===== src/rtl/core/pcrt_pkg.sv =====
// Shared constants, types and codes for the pixel color replacement table.
// Used by the channel interfaces and by the top level. No dependencies.
package pcrt_pkg;

	// Table geometry.
	localparam int MAX_ENTRIES = 32;
	localparam int ENTRY_W     = $clog2(MAX_ENTRIES);

	// Field widths of the channels.
	localparam int INDEX_W  = 5;
	localparam int COLOR_W  = 24;
	localparam int PIXEL_W  = 32;
	localparam int COUNT_W  = 6;

	// Configuration port.
	localparam int CFG_IDX_W  = 1;
	localparam int CFG_DATA_W = 6;

	typedef logic [COLOR_W-1:0] color_t;
	typedef logic [PIXEL_W-1:0] pixel_t;
	typedef logic [INDEX_W-1:0] index_t;
	typedef logic [COUNT_W-1:0] count_t;
	typedef logic [ENTRY_W-1:0] entry_t;

	// Item kinds on the input channel.
	typedef enum logic {
		OP_LOAD  = 1'b0,
		OP_PIXEL = 1'b1
	} opcode_t;

	// Configuration register indexes.
	typedef enum logic [CFG_IDX_W-1:0] {
		CFG_ONLY_MODE   = 1'b0,
		CFG_ENTRY_COUNT = 1'b1
	} cfg_reg_t;

	// Color given to unmatched pixels in only mode.
	localparam color_t CLEAR_COLOR = '0;

endpackage


===== src/rtl/core/pcrt_if.sv =====
// Valid/ready channel interfaces for the pixel color replacement table.
// Depends on pcrt_pkg for field types.
interface pcrt_in_if import pcrt_pkg::*; ();
	logic    valid;
	logic    ready;
	opcode_t opcode;
	index_t  entry_index;
	color_t  match_color;
	color_t  replace_color;
	pixel_t  pixel_in;

	modport source (output valid, output opcode, output entry_index, output match_color,
		output replace_color, output pixel_in, input ready);
	modport sink (input valid, input opcode, input entry_index, input match_color,
		input replace_color, input pixel_in, output ready);
endinterface

interface pcrt_out_if import pcrt_pkg::*; ();
	logic   valid;
	logic   ready;
	pixel_t pixel_out;
	logic   matched;
	index_t match_slot;

	modport source (output valid, output pixel_out, output matched, output match_slot,
		input ready);
	modport sink (input valid, input pixel_out, input matched, input match_slot,
		output ready);
endinterface


===== src/rtl/core/pixel_color_replace_table.sv =====
// Pixel color replacement table: color-key lookup over a 32-bit pixel stream.
// Depends on pcrt_pkg and on the channel interfaces in pcrt_if.sv.
//
// Usage:
// The input channel carries two kinds of items. A load item writes one pair of
// source and target colors into the table slot given by entry_index and gives
// no result. A pixel item compares its low 24 bits against the first
// entry_count source colors; the lowest matching slot replaces the color with
// its target color. An unmatched color passes unchanged, or is cleared to zero
// when only_mode is set. Alpha in the top byte always passes through.
// The two configuration registers are written through cfg_we, cfg_index and
// cfg_wdata while no item is in flight.
// A pixel result is presented from the output register, after stages 1 and 2.
// Throughput: one item per cycle while out_ch.ready holds; the three register
// stages (parallel compare, priority encode, target select) each hold one item.
// Each stage moves when the stage after it is empty or moving, so bubbles are
// squeezed out and input is taken while a result waits at the output register.
// When the receiver stalls, items collect in the stages until all are full and
// then ready drops; nothing is lost or repeated.
// Reset clears all stage valid bits and both registers. Table slots are not
// cleared; a slot must be loaded before it is used for matching.
module pixel_color_replace_table import pcrt_pkg::*; (
	input  logic                  clk,
	input  logic                  arst_n,
	input  logic                  cfg_we,
	input  logic [CFG_IDX_W-1:0]  cfg_index,
	input  logic [CFG_DATA_W-1:0] cfg_wdata,
	pcrt_in_if.sink               in_ch,
	pcrt_out_if.source            out_ch
);

	// Configuration registers.
	logic   only_mode_q;
	count_t entry_count_q;

	// Table storage.
	color_t source_q [MAX_ENTRIES];
	color_t target_q [MAX_ENTRIES];

	// Stage 1: compare results.
	logic                   v_s1;
	opcode_t                op_s1;
	logic                   wen_s1;
	index_t                 eidx_s1;
	color_t                 repl_s1;
	pixel_t                 pixel_s1;
	logic [MAX_ENTRIES-1:0] hits_s1;

	// Stage 2: encoded match.
	logic    v_s2;
	opcode_t op_s2;
	logic    wen_s2;
	index_t  eidx_s2;
	color_t  repl_s2;
	pixel_t  pixel_s2;
	logic    matched_s2;
	entry_t  slot_s2;

	// Stage 3: output register.
	logic   v_s3;
	pixel_t pixel_s3;
	logic   matched_s3;
	index_t slot_s3;

	logic                   adv1, adv2, adv3;
	logic                   in_xfer;
	logic                   load_ok;
	logic [MAX_ENTRIES-1:0] hits_c;
	logic                   found_c;
	entry_t                 slot_c;
	color_t                 color_c;

	// Stage advance: a stage moves when it is empty or the next one moves.
	assign adv3        = !v_s3 || out_ch.ready;
	assign adv2        = !v_s2 || adv3;
	assign adv1        = !v_s1 || adv2;
	assign in_ch.ready = adv1;
	assign in_xfer     = in_ch.valid && adv1;
	assign load_ok     = (int'(in_ch.entry_index) < MAX_ENTRIES);

	// Configuration writes.
	always_ff @(posedge clk or negedge arst_n) begin
		if (!arst_n) begin
			only_mode_q   <= 1'b0;
			entry_count_q <= '0;
		end else if (cfg_we) begin
			if (cfg_index == CFG_ONLY_MODE) begin
				only_mode_q <= cfg_wdata[0];
			end else if (cfg_index == CFG_ENTRY_COUNT) begin
				entry_count_q <= cfg_wdata[COUNT_W-1:0];
			end
		end
	end

	// Source colors are written at the input transfer, where they are compared.
	always_ff @(posedge clk) begin
		if (in_xfer && in_ch.opcode == OP_LOAD && load_ok) begin
			source_q[in_ch.entry_index[ENTRY_W-1:0]] <= in_ch.match_color;
		end
	end

	// Parallel compare against every slot in use.
	always_comb begin
		for (int k = 0; k < MAX_ENTRIES; k++) begin
			hits_c[k] = (source_q[k] == in_ch.pixel_in[COLOR_W-1:0])
				&& (k < int'(entry_count_q));
		end
	end

	// Stage valid bits.
	always_ff @(posedge clk or negedge arst_n) begin
		if (!arst_n) begin
			v_s1 <= 1'b0;
			v_s2 <= 1'b0;
			v_s3 <= 1'b0;
		end else begin
			if (adv1) begin
				v_s1 <= in_xfer;
			end
			if (adv2) begin
				v_s2 <= v_s1;
			end
			if (adv3) begin
				v_s3 <= v_s2 && (op_s2 == OP_PIXEL);
			end
		end
	end

	// Stage 1 payload.
	always_ff @(posedge clk) begin
		if (adv1) begin
			op_s1    <= in_ch.opcode;
			wen_s1   <= load_ok;
			eidx_s1  <= in_ch.entry_index;
			repl_s1  <= in_ch.replace_color;
			pixel_s1 <= in_ch.pixel_in;
			hits_s1  <= hits_c;
		end
	end

	// Priority encoder: the lowest set hit wins.
	always_comb begin
		found_c = 1'b0;
		slot_c  = '0;
		for (int k = MAX_ENTRIES - 1; k >= 0; k--) begin
			if (hits_s1[k]) begin
				found_c = 1'b1;
				slot_c  = ENTRY_W'(k);
			end
		end
	end

	// Stage 2 payload.
	always_ff @(posedge clk) begin
		if (adv2) begin
			op_s2      <= op_s1;
			wen_s2     <= wen_s1;
			eidx_s2    <= eidx_s1;
			repl_s2    <= repl_s1;
			pixel_s2   <= pixel_s1;
			matched_s2 <= found_c;
			slot_s2    <= slot_c;
		end
	end

	// Target colors are written where they are read, so every pixel sees the
	// same table state in both lookups.
	always_ff @(posedge clk) begin
		if (adv3 && v_s2 && op_s2 == OP_LOAD && wen_s2) begin
			target_q[eidx_s2[ENTRY_W-1:0]] <= repl_s2;
		end
	end

	// Pick the new color.
	always_comb begin
		priority if (matched_s2) begin
			color_c = target_q[slot_s2];
		end else if (only_mode_q) begin
			color_c = CLEAR_COLOR;
		end else begin
			color_c = pixel_s2[COLOR_W-1:0];
		end
	end

	// Stage 3 payload: the output register.
	always_ff @(posedge clk) begin
		if (adv3) begin
			pixel_s3   <= {pixel_s2[PIXEL_W-1:COLOR_W], color_c};
			matched_s3 <= matched_s2;
			slot_s3    <= INDEX_W'(slot_s2);
		end
	end

	assign out_ch.valid      = v_s3;
	assign out_ch.pixel_out  = pixel_s3;
	assign out_ch.matched    = matched_s3;
	assign out_ch.match_slot = slot_s3;

	// An unmatched result reports slot zero.
	a_nomatch_slot_zero: assert property (@(posedge clk) disable iff (!arst_n)
		(v_s3 && !matched_s3) |-> (slot_s3 == '0))
		else $error("unmatched pixel carries a nonzero slot");

	// A matched slot lies inside the active part of the table.
	a_match_in_use: assert property (@(posedge clk) disable iff (!arst_n)
		(v_s3 && matched_s3) |-> (COUNT_W'(slot_s3) < entry_count_q))
		else $error("matched slot beyond entry count");

	// A load item never reaches the output register.
	a_load_dropped: assert property (@(posedge clk) disable iff (!arst_n)
		(adv3 && v_s2 && op_s2 == OP_LOAD) |=> !v_s3)
		else $error("load item produced a result");

endmodule

===== src/flat_wrapper.sv =====
// flat-port wrapper written by rule: the top's interface ports become plain ports
module pixel_color_replace_table_flat import pcrt_pkg::*;
  (clk, arst_n, cfg_we, cfg_index, cfg_wdata, in_ch_valid, in_ch_opcode, in_ch_entry_index, in_ch_match_color, in_ch_replace_color, in_ch_pixel_in, in_ch_ready, out_ch_valid, out_ch_pixel_out, out_ch_matched, out_ch_match_slot, out_ch_ready);
  pcrt_in_if in_ch_i ();
  pcrt_out_if out_ch_i ();
  input  logic clk;
  input  logic arst_n;
  input  logic cfg_we;
  input  logic [CFG_IDX_W-1:0] cfg_index;
  input  logic [CFG_DATA_W-1:0] cfg_wdata;
  input wire logic [$bits(in_ch_i.valid)-1:0] in_ch_valid;
  input wire logic [$bits(in_ch_i.opcode)-1:0] in_ch_opcode;
  input wire logic [$bits(in_ch_i.entry_index)-1:0] in_ch_entry_index;
  input wire logic [$bits(in_ch_i.match_color)-1:0] in_ch_match_color;
  input wire logic [$bits(in_ch_i.replace_color)-1:0] in_ch_replace_color;
  input wire logic [$bits(in_ch_i.pixel_in)-1:0] in_ch_pixel_in;
  output wire logic [$bits(in_ch_i.ready)-1:0] in_ch_ready;
  output wire logic [$bits(out_ch_i.valid)-1:0] out_ch_valid;
  output wire logic [$bits(out_ch_i.pixel_out)-1:0] out_ch_pixel_out;
  output wire logic [$bits(out_ch_i.matched)-1:0] out_ch_matched;
  output wire logic [$bits(out_ch_i.match_slot)-1:0] out_ch_match_slot;
  input wire logic [$bits(out_ch_i.ready)-1:0] out_ch_ready;
  assign in_ch_i.valid = in_ch_valid;
  assign in_ch_i.opcode = in_ch_opcode;
  assign in_ch_i.entry_index = in_ch_entry_index;
  assign in_ch_i.match_color = in_ch_match_color;
  assign in_ch_i.replace_color = in_ch_replace_color;
  assign in_ch_i.pixel_in = in_ch_pixel_in;
  assign in_ch_ready = in_ch_i.ready;
  assign out_ch_valid = out_ch_i.valid;
  assign out_ch_pixel_out = out_ch_i.pixel_out;
  assign out_ch_matched = out_ch_i.matched;
  assign out_ch_match_slot = out_ch_i.match_slot;
  assign out_ch_i.ready = out_ch_ready;
  pixel_color_replace_table u_core (.clk(clk), .arst_n(arst_n), .cfg_we(cfg_we), .cfg_index(cfg_index), .cfg_wdata(cfg_wdata), .in_ch(in_ch_i), .out_ch(out_ch_i));
endmodule

===== config.mk =====
export PLATFORM = sky130hd
export DESIGN_NAME = pixel_color_replace_table_flat
export DESIGN_NICKNAME = d
export VERILOG_FILES = /design/src/rtl/core/pcrt_pkg.sv /design/src/rtl/core/pcrt_if.sv /design/src/rtl/core/pixel_color_replace_table.sv /design/src/flat_wrapper.sv
export SDC_FILE = /design/constraint.sdc
export NUM_CORES = 2
export LEC_CHECK = 0
export ABC_AREA = 1
export ABC_CLOCK_PERIOD_IN_PS = 7100
export BUFFER_PORTS_ARGS = -buffer_cell sky130_fd_sc_hd__buf_2
export CAP_MARGIN = 20
export CORE_MARGIN = 5
export CORE_UTILIZATION = 42
export CTS_BUF_LIST = sky130_fd_sc_hd__clkbuf_16
export DETAILED_ROUTE_END_ITERATION = 10
export GPL_TIMING_DRIVEN = 0
export PLACE_DENSITY_LB_ADDON = 0.25
export SYNTH_ARGS = -nofsm -noshare
export SYNTH_HDL_FRONTEND = slang
export SYNTH_SLANG_ARGS = --single-unit

===== constraint.sdc =====
create_clock -name clk -period 7.1 [get_ports clk]
set_input_delay 0.355 -clock clk [delete_from_list [all_inputs] [get_ports clk]]
set_output_delay 0.355 -clock clk [all_outputs]
set_load 0.01 [all_outputs]

==> impl_results.md <==
* Async S/R FF share, synth at 0.005727
* Post-DP HPWL at 170000 um
* Cell Pwr Density at 312.2 mW/mm^2
* I/O pin count at 138
* DR pass1 iterations at 6
* Largest family of logic cells by synthesized area: compound AO/OA/AOI/OAI gates
* Post-synthesis mux area share at 0
* Final setup violation count at 0
* Remaining global-route overflow at 0
* Worst path arrival time at 4520 ps
* Worst VDD drop at 0.2686 mV
* Core Region at 0.1652 sq mm
* Area after DPL at 0.07628 sq mm
* Synth warn at 0
* First-pass GRT wire length at 344300 um
* Die width at 417.9 um
* Setup_tns at 0 ps
* GPL Wtd Cong at 0.9920
* Peak fanout along the critical path at 9
* Post-synth cell types at 44
* Final #Nets at 5618
* Drt via density at 6.056
* Non-Filler Instances at 7872
* Post-synth EDFFs at 1736
* Setup Fix Bufs, Post-CTS at 0
* CTS tree: done
* Syn Inst Count at 4978
* Ys flop type: edfxtp_1
* DP Cell Count at 7435
* Final worst-path cycle share at 0.5602
* Status: finished clean
* Clock tree buffer depth at 3
* Crit Path Category: register to register
* Slew HR at 0.1291
* Avg WL per Cell at 32.09 um
* Via count at 47670
* Vias in the first global route at 44550
* Final Hold Violating Endpoints at 0
* Cts bufs inserted at 179
* Fin util at 0.5031
* Vert. Die Dim at 417.9 um
* Number of I/O port buffers at 137
* Antenna violations before repair at 17
* Synth Area in XOR/XNOR at 0.04688
* Post-synth top area cell: edfxtp_1
* Min cycle time layout at 3977 ps
* Top post-synthesis cells by area: edfxtp_1, o21ai_0, nor2_1, xnor2_1, o22ai_1
* ANT nets after route at 0
* Layout Skew at 38.87 ps
* Later-pin clock latency in the skew report at 830 ps
* Netlist Area Pre-Place at 0.06987 sq mm
* Worst-margin pin slew at 1294 ps
* WP data required at 7640 ps
* Final slew viol count at 0
* H-tree levels at 4
* Fmax at 0.2514 GHz
* Worst-path clk slew at 60 ps
* Most common cell in the netlist: edfxtp_1
* # Max-Cap Violations at 0
* Commonest cells post-synth: edfxtp_1, nor2_1, o21ai_0
* Critical Path End Type: register
* Layout cells sized above 1 at 0.1428
* Hold Crit Start: in_ch_match_color[0]
* Worst setup SP type: register
* Area share of fa/ha/maj cells after synthesis at 0
* Clock Sink Count at 1746
* Row count at 149
* Mean Syn Cell Area at 14.04 sq um
* Final WL at 252600 um
* GRT Resource Usage Total at 0.2820
* FF+latch count, synth at 1746
* Area growth syn-to-layout at 18.93%
* Yosys top cell area share at 0.7461
* Synth Area in Simple Gates at 0.08553
* Worst min path class: input port to register
* Die area at 0.1746 sq mm
* Post-route cell area at 0.08309 sq mm
* Number of DRC markers in iteration 0 at 7456
* Reg2Reg Launch Point: u_core.entry_count_q[5]
* Synth Area in Compound Gates at 0.09559
* Leakage Power at 0.02724 uW
* CTS root buf: clkbuf_16
* Largest net degree at the start of global routing at 60
* DRC viols at 0
* RSZ-0062 raised after global routing: no
* Worst Setup SP: u_core.entry_count_q[5]
* Mapped Nets at 5076
* Post-synthesis sequential area ratio at 0.7497
* Initial core utilization at 0.4230
[sequential cells by signal, indices dropped and copies added (netlist names)]
signal / flops
u_core.repl_s1: 24
u_core.out_ch.pixel_out: 32
u_core.target_q: 768
u_core.v_s2: 1
u_core.op_s2: 1
u_core.eidx_s1: 5
u_core.v_s1: 1
u_core.entry_count_q: 6
u_core.matched_s2: 1
u_core.hits_s1: 32
u_core.source_q: 768
u_core.eidx_s2: 5
u_core.out_ch.matched: 1
u_core.out_ch.valid: 1
u_core.pixel_s2: 32
u_core.pixel_s1: 32
u_core.only_mode_q: 1
u_core.out_ch.match_slot: 5
u_core.slot_s2: 5
u_core.op_s1: 1
u_core.repl_s2: 24
[critical path, cell delays in order (launching register included)]
cell      delay [ps]
dfrtp_1          460
nor2_1           890
inv_1            310
nor2_1           680
buf_6            240
nand2_1          470
o211ai_1         460
nor2_1           180
[cell usage in the layout (no fill, tap or decap), drive strengths merged, types with 33 or more instances in the layout]
master | Yosys | layout
clkbuf | 176 | 359
buf | 106 | 382
nor2 | 637 | 637
dlygate4sd3 | 0 | 85
or2 | 137 | 137
xnor2 | 220 | 220
a221oi | 92 | 92
nand2 | 388 | 388
o21ai | 577 | 577
o22ai | 269 | 269
inv | 99 | 145
nand3 | 68 | 68
o221ai | 33 | 33
nand4 | 45 | 45
clkinv | 5 | 90
nor4 | 74 | 74
xor2 | 154 | 154
edfxtp | 1736 | 1736
[path summary, 6_finish.rpt]
| check | cells after the start | endpoint | slack (ps) |
|---|---|---|---|
| setup / recovery | 7 | u_core.hits_s1[2] | 3120 |
| hold / removal | 1 | u_core.source_q[22][0] | 50 |
| setup reg to reg | 7 | u_core.hits_s1[2] | 3120 |
| hold reg to reg | 0 | u_core.repl_s2[14] | 410 |
| max in group asynchronous | 3 | u_core.v_s2 | 5740 |
| min in group asynchronous | 3 | u_core.only_mode_q | 730 |
[through the flow]
stage                     setup slack (ps)  power [uW]  hold WS [ps]
after floorplan                       1566       14350         59.41
after global placement               -3311       16530         316.5
after detailed placement              3129       16710         328.3
after CTS                             3209       25850         2.674
after global routing                  3136       26620         26.06
final                                 3123       25940         47.40
[cell type report]
cell class | instances | area (sq um)
tap | 2189 | 2739
sequential | 1746 | 52380
fill | 13950 | 82080
inverter | 104 | 392.9
multi-input combinational | 2846 | 16270
clock buffer | 183 | 4579
clock inverter | 150 | 1174
antenna | 11 | 27.53
buffer | 282 | 1182
timing repair buffer | 361 | 4352
[cell families (layout without fill, tap and decap cells)]
group,after synthesis,count (layout)
DFF,1746,1746
and+or+nand+nor,1376,1376
xor gates and xnor gates,374,374
other,0,11
buffers and inverters,386,1080
AOI/OAI and AO/OA,1096,1096
[power by group]
part / total [uW] / switching [uW] / leakage, uW / internal (uW)
logic: 4740 / 3470 / 0.00822 / 1270
clock network: 9250 / 4050 / 0.00296 / 5200
registers: 11900 / 226 / 0.0161 / 11700
[layer usage]
layer,vias up,wire [um],GRT usage
met3,733,27900,0.05360
met1,23750,90620,0.3637
met4,0,15960,0.1535
met5,-,0,0
met2,3380,118100,0.4538
li1,19810,-,-
[what timing repair did]
action / in CTS / in global routing
hold buffers: 84 / 1
gates resized for setup: 0 / 0
endpoints found under the hold margin: 147 / 8
(Power assumes the default switching activity.)
